==> config.mk <==
export PLATFORM = sky130hd
export DESIGN_NAME = i2c_register_access_master_flat
export DESIGN_NICKNAME = d
export VERILOG_FILES = /design/src/hw/rtl/i2cram_pkg.sv /design/src/hw/rtl/i2cram_if.sv /design/src/hw/rtl/i2c_register_access_master.sv /design/src/hw/rtl/i2cram_engine.sv /design/src/flat_wrapper.sv
export SDC_FILE = /design/constraint.sdc
export NUM_CORES = 1
export LEC_CHECK = 0
export BUFFER_PORTS_ARGS = -buffer_cell sky130_fd_sc_hd__buf_4
export CAP_MARGIN = 10
export CORE_MARGIN = 4
export CORE_UTILIZATION = 50
export CTS_CLUSTER_SIZE = 28
export DETAILED_ROUTE_END_ITERATION = 10
export PLACE_DENSITY_LB_ADDON = 0.08
export SLEW_MARGIN = 10
export SYNTH_ARGS = -nofsm -noshare
export SYNTH_HDL_FRONTEND = slang
export SYNTH_SLANG_ARGS = --single-unit
==> constraint.sdc <==
create_clock -name clk_i -period 4.5 [get_ports clk_i]
set_input_delay 0.9 -clock clk_i [delete_from_list [all_inputs] [get_ports clk_i]]
set_output_delay 0.9 -clock clk_i [all_outputs]
set_load 0.03 [all_outputs]
==> src/hw/rtl/i2cram_pkg.sv <==
// Shared types and constants of the I2C register access master.
`default_nettype none

package i2cram_pkg;

  // Command kinds carried by an input word
  typedef enum logic [1:0] {
    KIND_TICK  = 2'd0,
    KIND_WRITE = 2'd1,
    KIND_READ  = 2'd2
  } kind_e;

  // Configuration register indexes
  localparam logic [1:0] CFG_DEV_ADDR    = 2'd0;
  localparam logic [1:0] CFG_HALF_PERIOD = 2'd1;

  localparam int unsigned CfgIndexW  = 2;
  localparam int unsigned CfgDataW   = 16;
  localparam int unsigned DevAddrW   = 7;
  localparam int unsigned HalfPeriodW = 16;

  localparam logic [DevAddrW-1:0]    DevAddrReset    = 7'd104;
  localparam logic [HalfPeriodW-1:0] HalfPeriodReset = 16'd120;

  // One input word
  typedef struct packed {
    kind_e      kind;
    logic [7:0] reg_num;
    logic [7:0] write_data;
    logic       sda_in;
  } cmd_t;

  // Live configuration seen by the engine
  typedef struct packed {
    logic [DevAddrW-1:0]    dev_addr;
    logic [HalfPeriodW-1:0] half_period;
  } cfg_t;

  // One result word
  typedef struct packed {
    logic       scl_level;
    logic       sda_level;
    logic       sda_drive;
    logic       busy_res;
    logic       done_res;
    logic [7:0] read_byte;
    logic       nack_seen;
    logic       rejected;
  } res_t;

endpackage

`default_nettype wire

==> src/hw/rtl/i2cram_if.sv <==
// Valid/ready channel interfaces: command, result and configuration.
`default_nettype none

interface i2cram_cmd_if;
  logic                 valid;
  logic                 ready;
  i2cram_pkg::kind_e    kind;
  logic [7:0]           reg_num;
  logic [7:0]           write_data;
  logic                 sda_in;

  modport source (output valid, kind, reg_num, write_data, sda_in, input ready);
  modport sink   (input valid, kind, reg_num, write_data, sda_in, output ready);
endinterface

interface i2cram_res_if;
  logic       valid;
  logic       ready;
  logic       scl_level;
  logic       sda_level;
  logic       sda_drive;
  logic       busy_res;
  logic       done_res;
  logic [7:0] read_byte;
  logic       nack_seen;
  logic       rejected;

  modport source (output valid, scl_level, sda_level, sda_drive, busy_res, done_res,
                  read_byte, nack_seen, rejected, input ready);
  modport sink   (input valid, scl_level, sda_level, sda_drive, busy_res, done_res,
                  read_byte, nack_seen, rejected, output ready);
endinterface

interface i2cram_cfg_if;
  logic                                valid;
  logic                                ready;
  logic [i2cram_pkg::CfgIndexW-1:0]    index;
  logic [i2cram_pkg::CfgDataW-1:0]     data;

  modport source (output valid, index, data, input ready);
  modport sink   (input valid, index, data, output ready);
endinterface

`default_nettype wire

==> src/hw/rtl/i2c_register_access_master.sv <==
// Top level of the I2C register access master: channels, config and pipe registers.
//
//   channel  dir  carries
//   cmd_i    in   kind, reg_num, write_data, sda_in
//   res_o    out  scl_level, sda_level, sda_drive, busy_res, done_res,
//                 read_byte, nack_seen, rejected
//   cfg_i    in   index (0 device_address, 1 half_period_ticks), data
//
// Every word passes through the input register and then the result register. A word
// enters every cycle while the result side is not stalled; the phase sequencer lies
// between the two registers and commits its state as the word moves on.
// Reset returns the bus to idle (SCL high, SDA released) and config to defaults.
// A stalled result holds the pipe; one more word waits in the input register.
`default_nettype none

module i2c_register_access_master #(
  parameter int unsigned TICK_COUNTER_WIDTH = 16
) (
  input  wire            clk_i,
  input  wire            rst_ni,
  i2cram_cmd_if.sink     cmd_i,
  i2cram_res_if.source   res_o,
  i2cram_cfg_if.sink     cfg_i
);
  import i2cram_pkg::*;

  logic                   in_valid_q;
  cmd_t                   in_item_q;
  logic                   out_valid_q;
  res_t                   res_q;
  res_t                   res_d;
  logic [DevAddrW-1:0]    dev_addr_q;
  logic [HalfPeriodW-1:0] half_period_q;
  cfg_t                   cfg;
  logic                   advance;
  logic                   cmd_take;

  // Move the head word into the result register when it is free
  assign advance  = in_valid_q && (!out_valid_q || res_o.ready);
  assign cmd_i.ready = !in_valid_q || advance;
  assign cmd_take = cmd_i.valid && cmd_i.ready;

  assign cfg_i.ready = 1'b1;
  assign cfg.dev_addr    = dev_addr_q;
  assign cfg.half_period = half_period_q;

  // Hold configuration registers
  always_ff @(posedge clk_i or negedge rst_ni) begin
    if (!rst_ni) begin
      dev_addr_q    <= DevAddrReset;
      half_period_q <= HalfPeriodReset;
    end else if (cfg_i.valid) begin
      if (cfg_i.index == CFG_DEV_ADDR) dev_addr_q <= cfg_i.data[DevAddrW-1:0];
      if (cfg_i.index == CFG_HALF_PERIOD) half_period_q <= cfg_i.data[HalfPeriodW-1:0];
    end
  end

  // Input register
  always_ff @(posedge clk_i or negedge rst_ni) begin
    if (!rst_ni) begin
      in_valid_q <= 1'b0;
    end else if (cmd_i.ready) begin
      in_valid_q <= cmd_i.valid;
    end
  end

  always_ff @(posedge clk_i) begin
    if (cmd_take) begin
      in_item_q.kind       <= cmd_i.kind;
      in_item_q.reg_num    <= cmd_i.reg_num;
      in_item_q.write_data <= cmd_i.write_data;
      in_item_q.sda_in     <= cmd_i.sda_in;
    end
  end

  i2cram_engine #(
    .TickW (TICK_COUNTER_WIDTH)
  ) u_engine (
    .clk_i  (clk_i),
    .rst_ni (rst_ni),
    .step_i (advance),
    .item_i (in_item_q),
    .cfg_i  (cfg),
    .res_o  (res_d)
  );

  // Result register
  always_ff @(posedge clk_i or negedge rst_ni) begin
    if (!rst_ni) begin
      out_valid_q <= 1'b0;
    end else if (advance) begin
      out_valid_q <= 1'b1;
    end else if (res_o.ready) begin
      out_valid_q <= 1'b0;
    end
  end

  always_ff @(posedge clk_i) begin
    if (advance) res_q <= res_d;
  end

  assign res_o.valid     = out_valid_q;
  assign res_o.scl_level = res_q.scl_level;
  assign res_o.sda_level = res_q.sda_level;
  assign res_o.sda_drive = res_q.sda_drive;
  assign res_o.busy_res  = res_q.busy_res;
  assign res_o.done_res  = res_q.done_res;
  assign res_o.read_byte = res_q.read_byte;
  assign res_o.nack_seen = res_q.nack_seen;
  assign res_o.rejected  = res_q.rejected;

`ifndef NO_ASSERTIONS
  a_done_idle: assert property (@(posedge clk_i) disable iff (!rst_ni)
    out_valid_q && res_q.done_res |-> !res_q.busy_res)
    else $error("transfer done while still busy");

  a_reject_busy: assert property (@(posedge clk_i) disable iff (!rst_ni)
    out_valid_q && res_q.rejected |-> res_q.busy_res)
    else $error("command rejected while idle");

  a_released_high: assert property (@(posedge clk_i) disable iff (!rst_ni)
    out_valid_q && !res_q.sda_drive |-> res_q.sda_level)
    else $error("released data line not reported high");

  a_advance_loads: assert property (@(posedge clk_i) disable iff (!rst_ni)
    advance |=> out_valid_q)
    else $error("advanced word lost before result register");
`endif

endmodule

`default_nettype wire

==> src/hw/rtl/i2cram_engine.sv <==
// Bus phase sequencer: holds transfer state and computes one result per word.
`default_nettype none

module i2cram_engine #(
  parameter int unsigned TickW = 16
) (
  input  wire                clk_i,
  input  wire                rst_ni,
  input  wire                step_i,
  input  i2cram_pkg::cmd_t   item_i,
  input  i2cram_pkg::cfg_t   cfg_i,
  output i2cram_pkg::res_t   res_o
);
  import i2cram_pkg::*;

  localparam int unsigned CmpW = (TickW > HalfPeriodW) ? TickW : HalfPeriodW;

  typedef enum logic [3:0] {
    PhIdle, PhStart1, PhStart2, PhTxLow, PhTxHigh, PhAckLow, PhAckHigh, PhRsLow,
    PhRxLow, PhRxHigh, PhNakLow, PhNakHigh, PhStopLow, PhStopHigh, PhStopEnd
  } phase_e;

  phase_e           phase_q, phase_d;
  logic [TickW-1:0] tick_q, tick_d;
  logic [3:0]       bit_q, bit_d;
  logic [2:0]       byte_q, byte_d;
  logic [7:0]       shift_q, shift_d;
  logic             is_read_q, is_read_d;
  logic [7:0]       held_reg_q, held_reg_d;
  logic [7:0]       held_data_q, held_data_d;
  logic [7:0]       last_read_q, last_read_d;
  logic             nack_q, nack_d;

  // Pick the byte to send for a given position in the transfer
  function automatic logic [7:0] load_byte(input logic [2:0] idx, input logic rd,
                                           input logic [DevAddrW-1:0] dev,
                                           input logic [7:0] rg, input logic [7:0] dat);
    logic [7:0] a;
    a = {dev, 1'b0};
    if (idx == 3'd0) return a;
    else if (idx == 3'd1) return rg;
    else if (rd) return {dev, 1'b1};
    else return dat;
  endfunction

  function automatic logic is_busy(input phase_e ph);
    logic b;
    case (ph)
      PhStart1, PhStart2, PhTxLow, PhTxHigh, PhAckLow, PhAckHigh, PhRsLow, PhRxLow,
      PhRxHigh, PhNakLow, PhNakHigh, PhStopLow, PhStopHigh, PhStopEnd: b = 1'b1;
      default: b = 1'b0;
    endcase
    return b;
  endfunction

  // Next state and result for the word at the head of the pipe
  always_comb begin
    logic                   busy;
    logic                   done;
    logic                   rej;
    logic [HalfPeriodW-1:0] hp;
    logic [TickW-1:0]       nxt;
    logic                   phase_end;
    logic [3:0]             bit_nxt;
    logic [2:0]             byte_nxt;
    logic [7:0]             rx_shift;
    logic                   scl, sdl, drv;

    phase_d     = phase_q;
    tick_d      = tick_q;
    bit_d       = bit_q;
    byte_d      = byte_q;
    shift_d     = shift_q;
    is_read_d   = is_read_q;
    held_reg_d  = held_reg_q;
    held_data_d = held_data_q;
    last_read_d = last_read_q;
    nack_d      = nack_q;
    done        = 1'b0;
    rej         = 1'b0;
    busy        = is_busy(phase_q);
    hp          = (cfg_i.half_period == '0) ? HalfPeriodW'(1) : cfg_i.half_period;
    nxt         = tick_q + TickW'(1);
    phase_end   = (CmpW'(nxt) >= CmpW'(hp)) || (tick_q == '1);
    bit_nxt     = bit_q + 4'd1;
    byte_nxt    = byte_q + 3'd1;
    rx_shift    = {shift_q[6:0], item_i.sda_in};

    case (item_i.kind)
      KIND_WRITE, KIND_READ: begin
        if (busy) begin
          rej = 1'b1;
        end else begin
          is_read_d   = (item_i.kind == KIND_READ);
          held_reg_d  = item_i.reg_num;
          held_data_d = item_i.write_data;
          nack_d      = 1'b0;
          byte_d      = '0;
          bit_d       = '0;
          shift_d     = '0;
          tick_d      = '0;
          phase_d     = PhStart1;
        end
      end
      KIND_TICK: begin
        if (busy && !phase_end) begin
          tick_d = nxt;
        end else if (busy) begin
          tick_d = '0;
          case (phase_q)
            PhStart1: phase_d = PhStart2;
            PhStart2: begin
              shift_d = load_byte(byte_q, is_read_q, cfg_i.dev_addr, held_reg_q, held_data_q);
              bit_d   = '0;
              phase_d = PhTxLow;
            end
            PhTxLow: phase_d = PhTxHigh;
            PhTxHigh: begin
              shift_d = {shift_q[6:0], 1'b0};
              bit_d   = bit_nxt;
              phase_d = (bit_nxt >= 4'd8) ? PhAckLow : PhTxLow;
            end
            PhAckLow: phase_d = PhAckHigh;
            PhAckHigh: begin
              if (item_i.sda_in) nack_d = 1'b1;
              byte_d = byte_nxt;
              if (!is_read_q && byte_nxt >= 3'd3) begin
                phase_d = PhStopLow;
              end else if (is_read_q && byte_nxt == 3'd2) begin
                phase_d = PhRsLow;
              end else if (is_read_q && byte_nxt >= 3'd3) begin
                shift_d = '0;
                bit_d   = '0;
                phase_d = PhRxLow;
              end else begin
                shift_d = load_byte(byte_nxt, is_read_q, cfg_i.dev_addr, held_reg_q,
                                    held_data_q);
                bit_d   = '0;
                phase_d = PhTxLow;
              end
            end
            PhRsLow: phase_d = PhStart1;
            PhRxLow: phase_d = PhRxHigh;
            PhRxHigh: begin
              shift_d = rx_shift;
              bit_d   = bit_nxt;
              if (bit_nxt >= 4'd8) begin
                last_read_d = rx_shift;
                phase_d     = PhNakLow;
              end else begin
                phase_d = PhRxLow;
              end
            end
            PhNakLow:   phase_d = PhNakHigh;
            PhNakHigh:  phase_d = PhStopLow;
            PhStopLow:  phase_d = PhStopHigh;
            PhStopHigh: phase_d = PhStopEnd;
            PhStopEnd: begin
              phase_d = PhIdle;
              done    = 1'b1;
            end
            default: phase_d = PhIdle;
          endcase
        end
      end
      default: ;
    endcase

    // Drive the bus lines from the new phase
    scl = 1'b1;
    sdl = 1'b1;
    drv = 1'b0;
    case (phase_d)
      PhStart1:            begin scl = 1'b1; sdl = 1'b1; drv = 1'b1; end
      PhStart2:            begin scl = 1'b1; sdl = 1'b0; drv = 1'b1; end
      PhTxLow:             begin scl = 1'b0; sdl = shift_d[7]; drv = 1'b1; end
      PhTxHigh:            begin scl = 1'b1; sdl = shift_d[7]; drv = 1'b1; end
      PhAckLow, PhRxLow:   scl = 1'b0;
      PhAckHigh, PhRxHigh: scl = 1'b1;
      PhRsLow, PhNakLow:   begin scl = 1'b0; sdl = 1'b1; drv = 1'b1; end
      PhNakHigh:           begin scl = 1'b1; sdl = 1'b1; drv = 1'b1; end
      PhStopLow:           begin scl = 1'b0; sdl = 1'b0; drv = 1'b1; end
      PhStopHigh:          begin scl = 1'b1; sdl = 1'b0; drv = 1'b1; end
      PhStopEnd:           begin scl = 1'b1; sdl = 1'b1; drv = 1'b1; end
      default: ;
    endcase

    res_o.scl_level = scl;
    res_o.sda_level = drv ? sdl : 1'b1;
    res_o.sda_drive = drv;
    res_o.busy_res  = is_busy(phase_d);
    res_o.done_res  = done;
    res_o.read_byte = last_read_d;
    res_o.nack_seen = nack_d;
    res_o.rejected  = rej;
  end

  // Commit the new state when the word moves on
  always_ff @(posedge clk_i or negedge rst_ni) begin
    if (!rst_ni) begin
      phase_q     <= PhIdle;
      tick_q      <= '0;
      bit_q       <= '0;
      byte_q      <= '0;
      shift_q     <= '0;
      is_read_q   <= 1'b0;
      held_reg_q  <= '0;
      held_data_q <= '0;
      last_read_q <= '0;
      nack_q      <= 1'b0;
    end else if (step_i) begin
      phase_q     <= phase_d;
      tick_q      <= tick_d;
      bit_q       <= bit_d;
      byte_q      <= byte_d;
      shift_q     <= shift_d;
      is_read_q   <= is_read_d;
      held_reg_q  <= held_reg_d;
      held_data_q <= held_data_d;
      last_read_q <= last_read_d;
      nack_q      <= nack_d;
    end
  end

endmodule

`default_nettype wire

==> src/flat_wrapper.sv <==
// flat-port wrapper written by rule: the top's interface ports become plain ports
module i2c_register_access_master_flat import i2cram_pkg::*;
#(
  parameter int unsigned TICK_COUNTER_WIDTH = 16
)
  (clk_i, rst_ni, cmd_i_valid, cmd_i_kind, cmd_i_reg_num, cmd_i_write_data, cmd_i_sda_in, cmd_i_ready, res_o_valid, res_o_scl_level, res_o_sda_level, res_o_sda_drive, res_o_busy_res, res_o_done_res, res_o_read_byte, res_o_nack_seen, res_o_rejected, res_o_ready, cfg_i_valid, cfg_i_index, cfg_i_data, cfg_i_ready);
  i2cram_cmd_if cmd_i_i ();
  i2cram_res_if res_o_i ();
  i2cram_cfg_if cfg_i_i ();
  input  wire clk_i;
  input  wire rst_ni;
  input wire logic [$bits(cmd_i_i.valid)-1:0] cmd_i_valid;
  input wire logic [$bits(cmd_i_i.kind)-1:0] cmd_i_kind;
  input wire logic [$bits(cmd_i_i.reg_num)-1:0] cmd_i_reg_num;
  input wire logic [$bits(cmd_i_i.write_data)-1:0] cmd_i_write_data;
  input wire logic [$bits(cmd_i_i.sda_in)-1:0] cmd_i_sda_in;
  output wire logic [$bits(cmd_i_i.ready)-1:0] cmd_i_ready;
  output wire logic [$bits(res_o_i.valid)-1:0] res_o_valid;
  output wire logic [$bits(res_o_i.scl_level)-1:0] res_o_scl_level;
  output wire logic [$bits(res_o_i.sda_level)-1:0] res_o_sda_level;
  output wire logic [$bits(res_o_i.sda_drive)-1:0] res_o_sda_drive;
  output wire logic [$bits(res_o_i.busy_res)-1:0] res_o_busy_res;
  output wire logic [$bits(res_o_i.done_res)-1:0] res_o_done_res;
  output wire logic [$bits(res_o_i.read_byte)-1:0] res_o_read_byte;
  output wire logic [$bits(res_o_i.nack_seen)-1:0] res_o_nack_seen;
  output wire logic [$bits(res_o_i.rejected)-1:0] res_o_rejected;
  input wire logic [$bits(res_o_i.ready)-1:0] res_o_ready;
  input wire logic [$bits(cfg_i_i.valid)-1:0] cfg_i_valid;
  input wire logic [$bits(cfg_i_i.index)-1:0] cfg_i_index;
  input wire logic [$bits(cfg_i_i.data)-1:0] cfg_i_data;
  output wire logic [$bits(cfg_i_i.ready)-1:0] cfg_i_ready;
  assign cmd_i_i.valid = cmd_i_valid;
  assign cmd_i_i.kind = cmd_i_kind;
  assign cmd_i_i.reg_num = cmd_i_reg_num;
  assign cmd_i_i.write_data = cmd_i_write_data;
  assign cmd_i_i.sda_in = cmd_i_sda_in;
  assign cmd_i_ready = cmd_i_i.ready;
  assign res_o_valid = res_o_i.valid;
  assign res_o_scl_level = res_o_i.scl_level;
  assign res_o_sda_level = res_o_i.sda_level;
  assign res_o_sda_drive = res_o_i.sda_drive;
  assign res_o_busy_res = res_o_i.busy_res;
  assign res_o_done_res = res_o_i.done_res;
  assign res_o_read_byte = res_o_i.read_byte;
  assign res_o_nack_seen = res_o_i.nack_seen;
  assign res_o_rejected = res_o_i.rejected;
  assign res_o_i.ready = res_o_ready;
  assign cfg_i_i.valid = cfg_i_valid;
  assign cfg_i_i.index = cfg_i_index;
  assign cfg_i_i.data = cfg_i_data;
  assign cfg_i_ready = cfg_i_i.ready;
  i2c_register_access_master #(.TICK_COUNTER_WIDTH(TICK_COUNTER_WIDTH)) u_core (.clk_i(clk_i), .rst_ni(rst_ni), .cmd_i(cmd_i_i), .res_o(res_o_i), .cfg_i(cfg_i_i));
endmodule
==> results of run 1 <==
## worst max-delay path, cell delays in order (launching register included)
cell and delay, ns:
dfrtp_1 0.43, nand3_1 0.15, nor2_1 0.26, nand4_1 0.26, nor2_1 0.19, xor2_1 0.22, ha_1 0.28, a211oi_1 0.26
nor2_1 0.09, a221oi_2 0.23, nand3_2 0.21, o31ai_2 0.35, a32oi_1 0.22, nor4_1 0.47, a211oi_1 0.11
## layer usage
layer,vias to the layer above,track usage [%],part of all wire (%)
met1,2285,28.9,47
met5,-,0,0
met3,24,5.66,5.4
met4,0,8.61,2.0
met2,146,30.7,46
li1,2318,-,-
## worst paths after layout
path | startpoint | to | slack (ns)
max | u_core.u_engine.tick_q[2] | u_core.res_o.sda_drive | 0.50
min | u_core.in_item_q[2] | u_core.u_engine.held_data_q[1] | 0.47
max reg2reg | u_core.u_engine.tick_q[2] | u_core.res_o.sda_drive | 0.50
min reg2reg | u_core.in_item_q[2] | u_core.u_engine.held_data_q[1] | 0.47
max in group asynchronous | rst_ni | u_core.u_engine.phase_q[3] | 3.14
min in group asynchronous | rst_ni | u_core.u_engine.tick_q[8] | 0.67
## registers in the layout, indices dropped and copies added, names as in the netlist, 3 cells and up
signal and flops:
u_core.in_item_q 19, u_core.half_period_q 16, u_core.u_engine.tick_q 16, u_core.res_o.read_byte 8, u_core.u_engine.held_data_q 8, u_core.u_engine.held_reg_q 8, u_core.u_engine.last_read_q 8, u_core.u_engine.shift_q 8
u_core.dev_addr_q 7, u_core.u_engine.bit_q 4, u_core.u_engine.phase_q 4, u_core.u_engine.byte_q 3
## where the power goes
| part | switching [W] | total, W | internal, W | leakage [nW] |
|---|---|---|---|---|
| Sequential | 0.000165 | 0.00145 | 0.00129 | 1.43 |
| Combinational | 0.000327 | 0.000659 | 0.000332 | 1.61 |
| Clock | 0.000498 | 0.00120 | 0.000702 | 0.246 |
## layout by cell type (no fill, tap or decap), drive strengths merged, types with 7 or more instances in the layout
cell type,n
o32a,7
nor2,35
inv,33
nand2b,25
nand4,8
dfstp,7
buf,59
nand3,12
nand2,69
o22ai,17
clkinv,7
o21ai,44
edfxtp,34
ha,27
dfrtp,79
a21oi,18
o22a,7
clkbuf,18
a211oi,8
mux2,59
xnor2,14
## area by class of cell
class | count | area [um2]
clock buffer | 18 | 429
clock inverter | 14 | 104
fill | 1083 | 5100
inverter | 31 | 116
multi-input combinational | 426 | 3080
sequential | 120 | 3180
tap | 172 | 215
timing repair buffer | 59 | 443
## cell families after synthesis
logic type,after synthesis,synth area share (%)
and+or+nand+nor,184,14.3
xor gates and xnor gates,16,2.16
muxes,60,10.8
AOI/OAI and AO/OA,138,14.8
buffers and inverters,57,3.73
other,1,0.0577
DFF,120,48.9
adders and majority gates,27,5.20
## metrics by stage
step,instance area [um2],hold slack [ns],std cells
after global placement,7030,0.461,808
after floorplan,6500,0.446,603
final,7570,0.474,840
after detailed placement,7030,0.466,808
after global routing,7570,0.488,840
after CTS,7570,0.478,840
==> flow_summary.ini, run 1 <==
[critical_path]
start_kind = flop
reg2reg_depth = 14
worstPathArrival_ns = 4.15
cp.required_ns = 4.65
path_max_fanout = 7
end_kind = flop
crit_type = reg2reg

[timing]
worst_pin_slew_ns = 1.07
setup_viol = 0
hold_viol_final = 0
drv_slew = 0
fin_setup_tns_ns = 0
max_freq_mhz = 250
rsz0062_at_grt = false
relSlewSlack_pct = 29.0
post-route-period-util_pct = 89.0
fin_crit_ns = 4.00
setup_ws_ns = 0.496
worst_clock_skew_ns = 0.00833

[drt]
drcViolationCount = 0
antenna_left = 0
drtPass1Iterations = 5
wirelength_mm = 14.1
drt-initial-drc-count = 333
via_per_inst = 5.68
vias = 4773
wl_per_cell_um = 16.7

[synth]
syn_area_mm2 = 0.00650
synth_seq_cells = 120
ys_seq_area_share_pct = 48.9
yosysTopAreaCell = dfrtp_1
synthTopCellsByCount = dfrtp_1 (79), nand2_1 (68), mux2_2 (51), o21ai_0 (41)
async_reset_ff_share_pct = 71.7
ys.flop_type = dfrtp_1
synthTopCellsByArea = dfrtp_1 (30%), edfxtp_1 (16%), mux2_2 (8.8%)
synth_edf_count = 34
yosys_warnings = 0
yosysMostFrequentCell = dfrtp_1
netlist_instances = 603
syn_nets = 672
syn_avg_cell_area_um2 = 10.8
synth.distinct_cells = 65
yosysTopAreaCellShare_pct = 30.4

[place]
place_ws_ns = 0.394
place_congestion = 0.870
io_buffers = 58
dp_hpwl_mm = 10.2

[power_and_ir_drop]
power.density_mw_per_mm2 = 438
peakVddDrop_uv = 366
power.total_w = 0.00331
p_leak_nw = 3.28

[global_routing]
grt_max_degree = 87
grt_pass1_vias = 4757
grt-ovfl-total = 0
track_usage_pct = 20.7
grt_pass1_wl_mm = 24.0
antenna_found_initial = 0

[clock_network]
numCtsBuffers = 17
cts_sinks = 120
cts_max_level = 4
hold_buffers = 0
ctsResizeCount = 0
post-cts-setup-buffers = 0
clk-insertion-delay-late_ns = 0.42
cts_tree = done
clk_path_buf_depth = 2
root_buffer = clkbuf_16
path_clk_slew_ns = 0.06

[floorplanning]
coreArea_mm2 = 0.0127
dieArea_mm2 = 0.0149
die_w_um = 122
ios = 60
die_y_um = 122
start_util_pct = 51.3
rows = 41

[cells_and_area]
utilization_pct = 59.8
antenna_cells = 0
drive_above_1_share_pct = 25.1
fin_nets = 724
syn_to_final_growth_pct = 16.5

[hold_path]
hp-class = reg2reg
hold_depth = 1

[outcome]
status = complete, no violations

[job]
maxCapViolations = 0
(Power assumes the default switching activity.)
==> run 2: changes to the inputs <==
CORE_UTILIZATION = 52   (was 50)
==> run 2 against run 1 <==
Worst hold slack improved by 0.0042 ns. Global-route usage rose by 0.58 points. Maximum frequency increased by 1.2%. Non-clock buffer count shrank 1. Wire length is 1.9% higher. Final cell count is 0.60% lower. Total power is 4.6% higher. Critical path depth stayed put. Via count up 1.9%. Highest routed layer unchanged. Clock skew shrank 0.0014 ns. First-iteration DRC count decreased by 9.9%. Clock power increased by 12%.
==> flow_summary.ini, run 2 (synthesis results as in run 1) <==
[drt]
highest_layer = met4
drcViolationCount = 0
wl_per_cell_um = 17.1
wl_met2_mm = 6.49
wirelength_mm = 14.3
drtPass1Iterations = 5
antenna_left = 0
via_per_inst = 5.83
route.met3.wl_um = 839
met1_length_mm = 6.70
vias = 4865
drt-initial-drc-count = 300

[cells_and_area]
antenna_cells = 0
largest_reg_flops = 19
nFillCells = 998
layout_common_cells = dfrtp_1 (79), nand2_1 (68), buf_4 (58), mux2_2 (51), o21ai_0 (41)
syn_to_final_growth_pct = 17.1
largest-register = u_core.in_item_q
utilization_pct = 62.9
sequential_cell_area_mm2 = 0.00318
stdcell_area_mm2 = 0.00762
fin_nets = 723
multiInputGateArea_mm2 = 0.00308
top_regs = u_core.in_item_q x19, u_core.half_period_q x16, u_core.u_engine.tick_q x16
layout_commonest_cell = dfrtp_1
drive_above_1_share_pct = 24.7

[critical_path]
reg2reg_depth = 14
cp_num_buf_inv = 0
cp_common_cell = nor2_1
end_kind = flop
cpPeakStageDelay_ns = 0.46
r2r-end = u_core.res_o.busy_res
cp.required_ns = 4.62
timing.rr.start = u_core.u_engine.tick_q[0]
start_kind = flop
worstPathArrival_ns = 4.07
crit_chain = nand3_1 -> nor2_1 -> nand4_1 -> nor2_1 -> xor2_1 -> ha_1 -> a211oi_1 -> nor2_1 -> a221oi_2 -> nand3_2 -> o31ai_2 -> a32oi_1 -> nor4_1 -> a41oi_1
path_max_fanout = 7
reg2reg_slack_ns = 0.55
crit_start = u_core.u_engine.tick_q[0]
cp_top_family = simple AND/OR/NAND/NOR gates
critPathSlowestCell = nor4_1
path_depth = 14
crit_path_end = u_core.res_o.busy_res
crit_type = reg2reg

[timing]
worst_clock_skew_ns = 0.00690
post-route-period-util_pct = 87.9
setup_viol = 0
fin_setup_tns_ns = 0
hold_viol_final = 0
holdWs_ns = 0.478
rsz0062_at_grt = false
relSlewSlack_pct = 25.1
worst_pin_slew_ns = 1.12
drv_slew = 0
max_freq_mhz = 253
fin_crit_ns = 3.95

[global_routing]
grt_max_degree = 87
track_usage_pct = 21.3
grt_pass1_wl_mm = 24.5
grt-ovfl-total = 0
grt_pass1_vias = 4862
antenna_found_initial = 0

[power_and_ir_drop]
power.total_w = 0.00347
peakVddDrop_uv = 410
p_leak_nw = 3.32
power.density_mw_per_mm2 = 455

[floorplanning]
die_y_um = 120
die_w_um = 120
coreArea_mm2 = 0.0121
dieArea_mm2 = 0.0144
rows = 40
ios = 60
start_util_pct = 53.7

[clock_network]
cts_max_level = 4
cts_sinks = 120
root_buffer = clkbuf_16
clk-insertion-delay-late_ns = 0.42
cts_tree = done
clk_path_buf_depth = 2
path_clk_slew_ns = 0.05
numCtsBuffers = 17
post-cts-setup-buffers = 0

[place]
dp_hpwl_mm = 10.2
io_buffers = 58
place_congestion = 0.855
place_area_mm2 = 0.00702

[hold_path]
hp-class = reg2reg

[job]
maxCapViolations = 0

[outcome]
status = complete, no violations
==> run 2: changes by cell type in the layout (fill, tap and decap cells not counted), moves of 2 or more <==
cell        delta
bufinv_16      +2
clkbuf_1       +3
clkinv_4       -3
clkbuf_8       +2
clkinv_2       +2
inv_6          -2
clkinvlp_4     -4
==> run 2: worst min path at each step <==
| stage | to | depth (start not counted) | from |
|---|---|---|---|
| 5_1_grt | u_core.u_engine.held_reg_q[2] | 1 | u_core.in_item_q[11] |
| 3_5_place_dp | u_core.u_engine.held_reg_q[4] | 1 | u_core.in_item_q[13] |
| 6_report | u_core.u_engine.held_reg_q[2] | 1 | u_core.in_item_q[11] |
| 3_3_place_gp | u_core.u_engine.held_data_q[2] | 1 | u_core.in_item_q[3] |
| 2_1_floorplan | u_core.u_engine.tick_q[15] | 2 | u_core.u_engine.tick_q[15] |
| 4_1_cts | u_core.u_engine.held_reg_q[2] | 1 | u_core.in_item_q[11] |
==> run 2: area by class of cell <==
| cell class | instances | share of cell area, % |
|---|---|---|
| sequential | 120 | 41.8 |
| multi-input combinational | 426 | 40.5 |
| clock buffer | 24 | 6.47 |
| timing repair buffer | 58 | 5.72 |
| tap | 168 | 2.76 |
| inverter | 31 | 1.53 |
| clock inverter | 8 | 1.26 |
==> run 2: metrics by stage <==
stage	setup WS (ns)	cells
6_report	0.545	835
5_1_grt	0.108	835
4_1_cts	0.478	835
3_5_place_dp	0.502	803
3_3_place_gp	0.653	803
2_1_floorplan	0.997	603
==> run 2: what timing repair did <==
item	in CTS	in global routing
hold buffers	0	0
setup endpoints to repair	0	1
gates resized for setup	0	1
==> run 2: where the power goes <==
group          internal (W)  total (W)  switching (W)
Clock              0.000873    0.00134       0.000469
Combinational      0.000331   0.000663       0.000331
Sequential          0.00129    0.00146       0.000173
Total               0.00249    0.00347       0.000974
==> run 2: metal layers <==
metal	global-route usage, %	up-vias
met5	0	-
met1	30.0	2376
li1	-	2309
met3	5.75	29
met4	7.37	0
met2	32.0	151
==> run 3: changes to the inputs <==
CTS_BUF_LIST = sky130_fd_sc_hd__clkbuf_2   (was default)
==> run 3 against run 2 <==
Core utilization decreased by 2.9 points. Clock-buffer cell count fell by 3. Clock power is 47% lower. Sequential power about the same. Combinational power about the same. Worst setup slack got worse by 0.012 ns. Wire length down 1.4%. Global-route usage down 0.21 points. First-iteration DRC count grew 10%. Critical endpoint unchanged.
==> flow_summary.ini, run 3 (synthesis results as in run 1) <==
[outcome]
status = complete, no violations

[clock_network]
numCtsBuffers = 17
path_clk_slew_ns = 0.17
clk_path_buf_depth = 2
cts_tree = done
hold_buffers = 0
clk-insertion-delay-late_ns = 0.67
cts_max_level = 4
root_buffer = clkbuf_2
cts_sinks = 120

[power_and_ir_drop]
p_leak_nw = 3.19
peakVddDrop_uv = 304
p_clk_share_pct = 25.0
p_seq_share_pct = 51.6
power.density_mw_per_mm2 = 389
netSwitchingFraction_pct = 31.7
power.total_w = 0.00282
p_int_w = 0.00193
switching_power_w = 0.000895
p_comb_share_pct = 23.4

[drt]
drt-initial-drc-count = 330
via_per_inst = 5.82
drcViolationCount = 0
wirelength_mm = 14.1
vias = 4857
wl_per_cell_um = 16.9
drtPass1Iterations = 5
antenna_left = 0

[global_routing]
track_usage_pct = 21.1
grt_pass1_vias = 4853
grt-ovfl-total = 0
antenna_found_initial = 0
grt_pass1_wl_mm = 24.4
grt_max_degree = 87

[timing]
holdWs_ns = 0.392
max_freq_mhz = 252
fin_crit_ns = 3.97
fin_setup_tns_ns = 0
rsz0062_at_grt = false
setup_ws_ns = 0.533
setup_viol = 0
drv_slew = 0
post-route-period-util_pct = 88.2
worst_clock_skew_ns = 0.0285
hold_viol_final = 0
worst_pin_slew_ns = 1.10
relSlewSlack_pct = 26.9

[job]
maxCapViolations = 0

[critical_path]
reg2reg_depth = 14
crit_type = reg2reg
start_kind = flop
worstPathArrival_ns = 4.35
path_max_fanout = 7
end_kind = flop
cp.required_ns = 4.88

[floorplanning]
dieArea_mm2 = 0.0144
die_y_um = 120
rows = 40
die_w_um = 120
ios = 60
coreArea_mm2 = 0.0121
start_util_pct = 53.7

[place]
place_area_mm2 = 0.00702
dp_hpwl_mm = 10.2
place_congestion = 0.855
place_ws_ns = 0.502
io_buffers = 58

[hold_path]
hp-class = in2async

[cells_and_area]
largest-register = u_core.in_item_q
layout_commonest_cell = dfrtp_1
largest_reg_flops = 19
stdcell_area_mm2 = 0.00727
layout_common_cells = dfrtp_1 (79), nand2_1 (68), buf_4 (58), mux2_2 (51), o21ai_0 (41)
drive_above_1_share_pct = 25.0
antenna_cells = 0
multiInputGateArea_mm2 = 0.00308
nFillCells = 1033
sequential_cell_area_mm2 = 0.00318
syn_to_final_growth_pct = 11.7
top_regs = u_core.in_item_q x19, u_core.half_period_q x16, u_core.u_engine.tick_q x16
fin_nets = 723
[run 3: cell count changes in the layout (fill, tap and decap cells not counted)]
cell	before	now
clkbuf_1	4	0
bufinv_16	2	3
clkbuf_16	18	0
clkbuf_2	0	21
clkinv_1	0	2
clkbuf_8	2	0
[run 3: path summary, 6_finish.rpt]
kind                                                      end  slack (ns)                      start
worst max-delay path                    u_core.res_o.busy_res        0.53  u_core.u_engine.tick_q[4]
worst min-delay path                u_core.u_engine.tick_q[9]        0.39                     rst_ni
worst max register to register          u_core.res_o.busy_res        0.53  u_core.u_engine.tick_q[4]
worst min register to register  u_core.u_engine.held_reg_q[2]        0.50       u_core.in_item_q[11]
max in group asynchronous                u_core.dev_addr_q[4]        3.39                     rst_ni
min in group clk_i                        u_core.in_item_q[8]        0.39        cmd_i_write_data[7]
[run 3: repair_timing]
item / CTS / global route
endpoints found under the hold margin: 0 / 0
setup buffers: 0 / 0
gates resized for setup: 0 / 1
setup endpoints to repair: 0 / 1
[run 3: cell type report]
type / count / share of cell area [%]
Tap cell: 168 / 2.89
Inverter: 31 / 1.60
Multi-Input combinational cell: 426 / 42.4
Clock buffer: 21 / 1.45
Clock inverter: 11 / 1.84
Sequential cell: 120 / 43.8
Timing Repair Buffer: 58 / 5.99
[run 3: critical path: stages, from the launching register on]
cell	delay, ns
dfrtp_1	0.51
nand4_2	0.19
nor2_1	0.19
nand4_1	0.22
nor2_1	0.19
xor2_1	0.22
ha_1	0.28
a211oi_1	0.24
nor2_1	0.09
a221oi_2	0.22
nand3_2	0.21
o31ai_2	0.35
a32oi_1	0.21
nor4_1	0.46
a41oi_1	0.09
[run 3: metrics by stage]
stage                     instances  util [%]
after global routing            835      60.0
after global placement          803      58.0
after detailed placement        803      58.0
after floorplan                 603         -
final                           835      60.0
after CTS                       835      59.9
[run 3: per-layer routing]
metal | up-vias | wire (um) | global-route usage (%)
li1 | 2300 | - | -
met1 | 2383 | 6560 | 29.9
met2 | 150 | 6520 | 32.1
met3 | 24 | 790 | 4.90
met4 | 0 | 244 | 7.23
met5 | - | 0 | 0
[run 3: power groups by stage]
stage | clock network [W] | registers, W | logic (W)
3_5_place_dp | 0 | 0.00148 | 0.000652
3_3_place_gp | 0 | 0.00147 | 0.000630
4_1_cts | 0.000733 | 0.00145 | 0.000656
6_report | 0.000707 | 0.00146 | 0.000661
2_1_floorplan | 0 | 0.00141 | 0.000506
5_1_grt | 0.000790 | 0.00148 | 0.000741
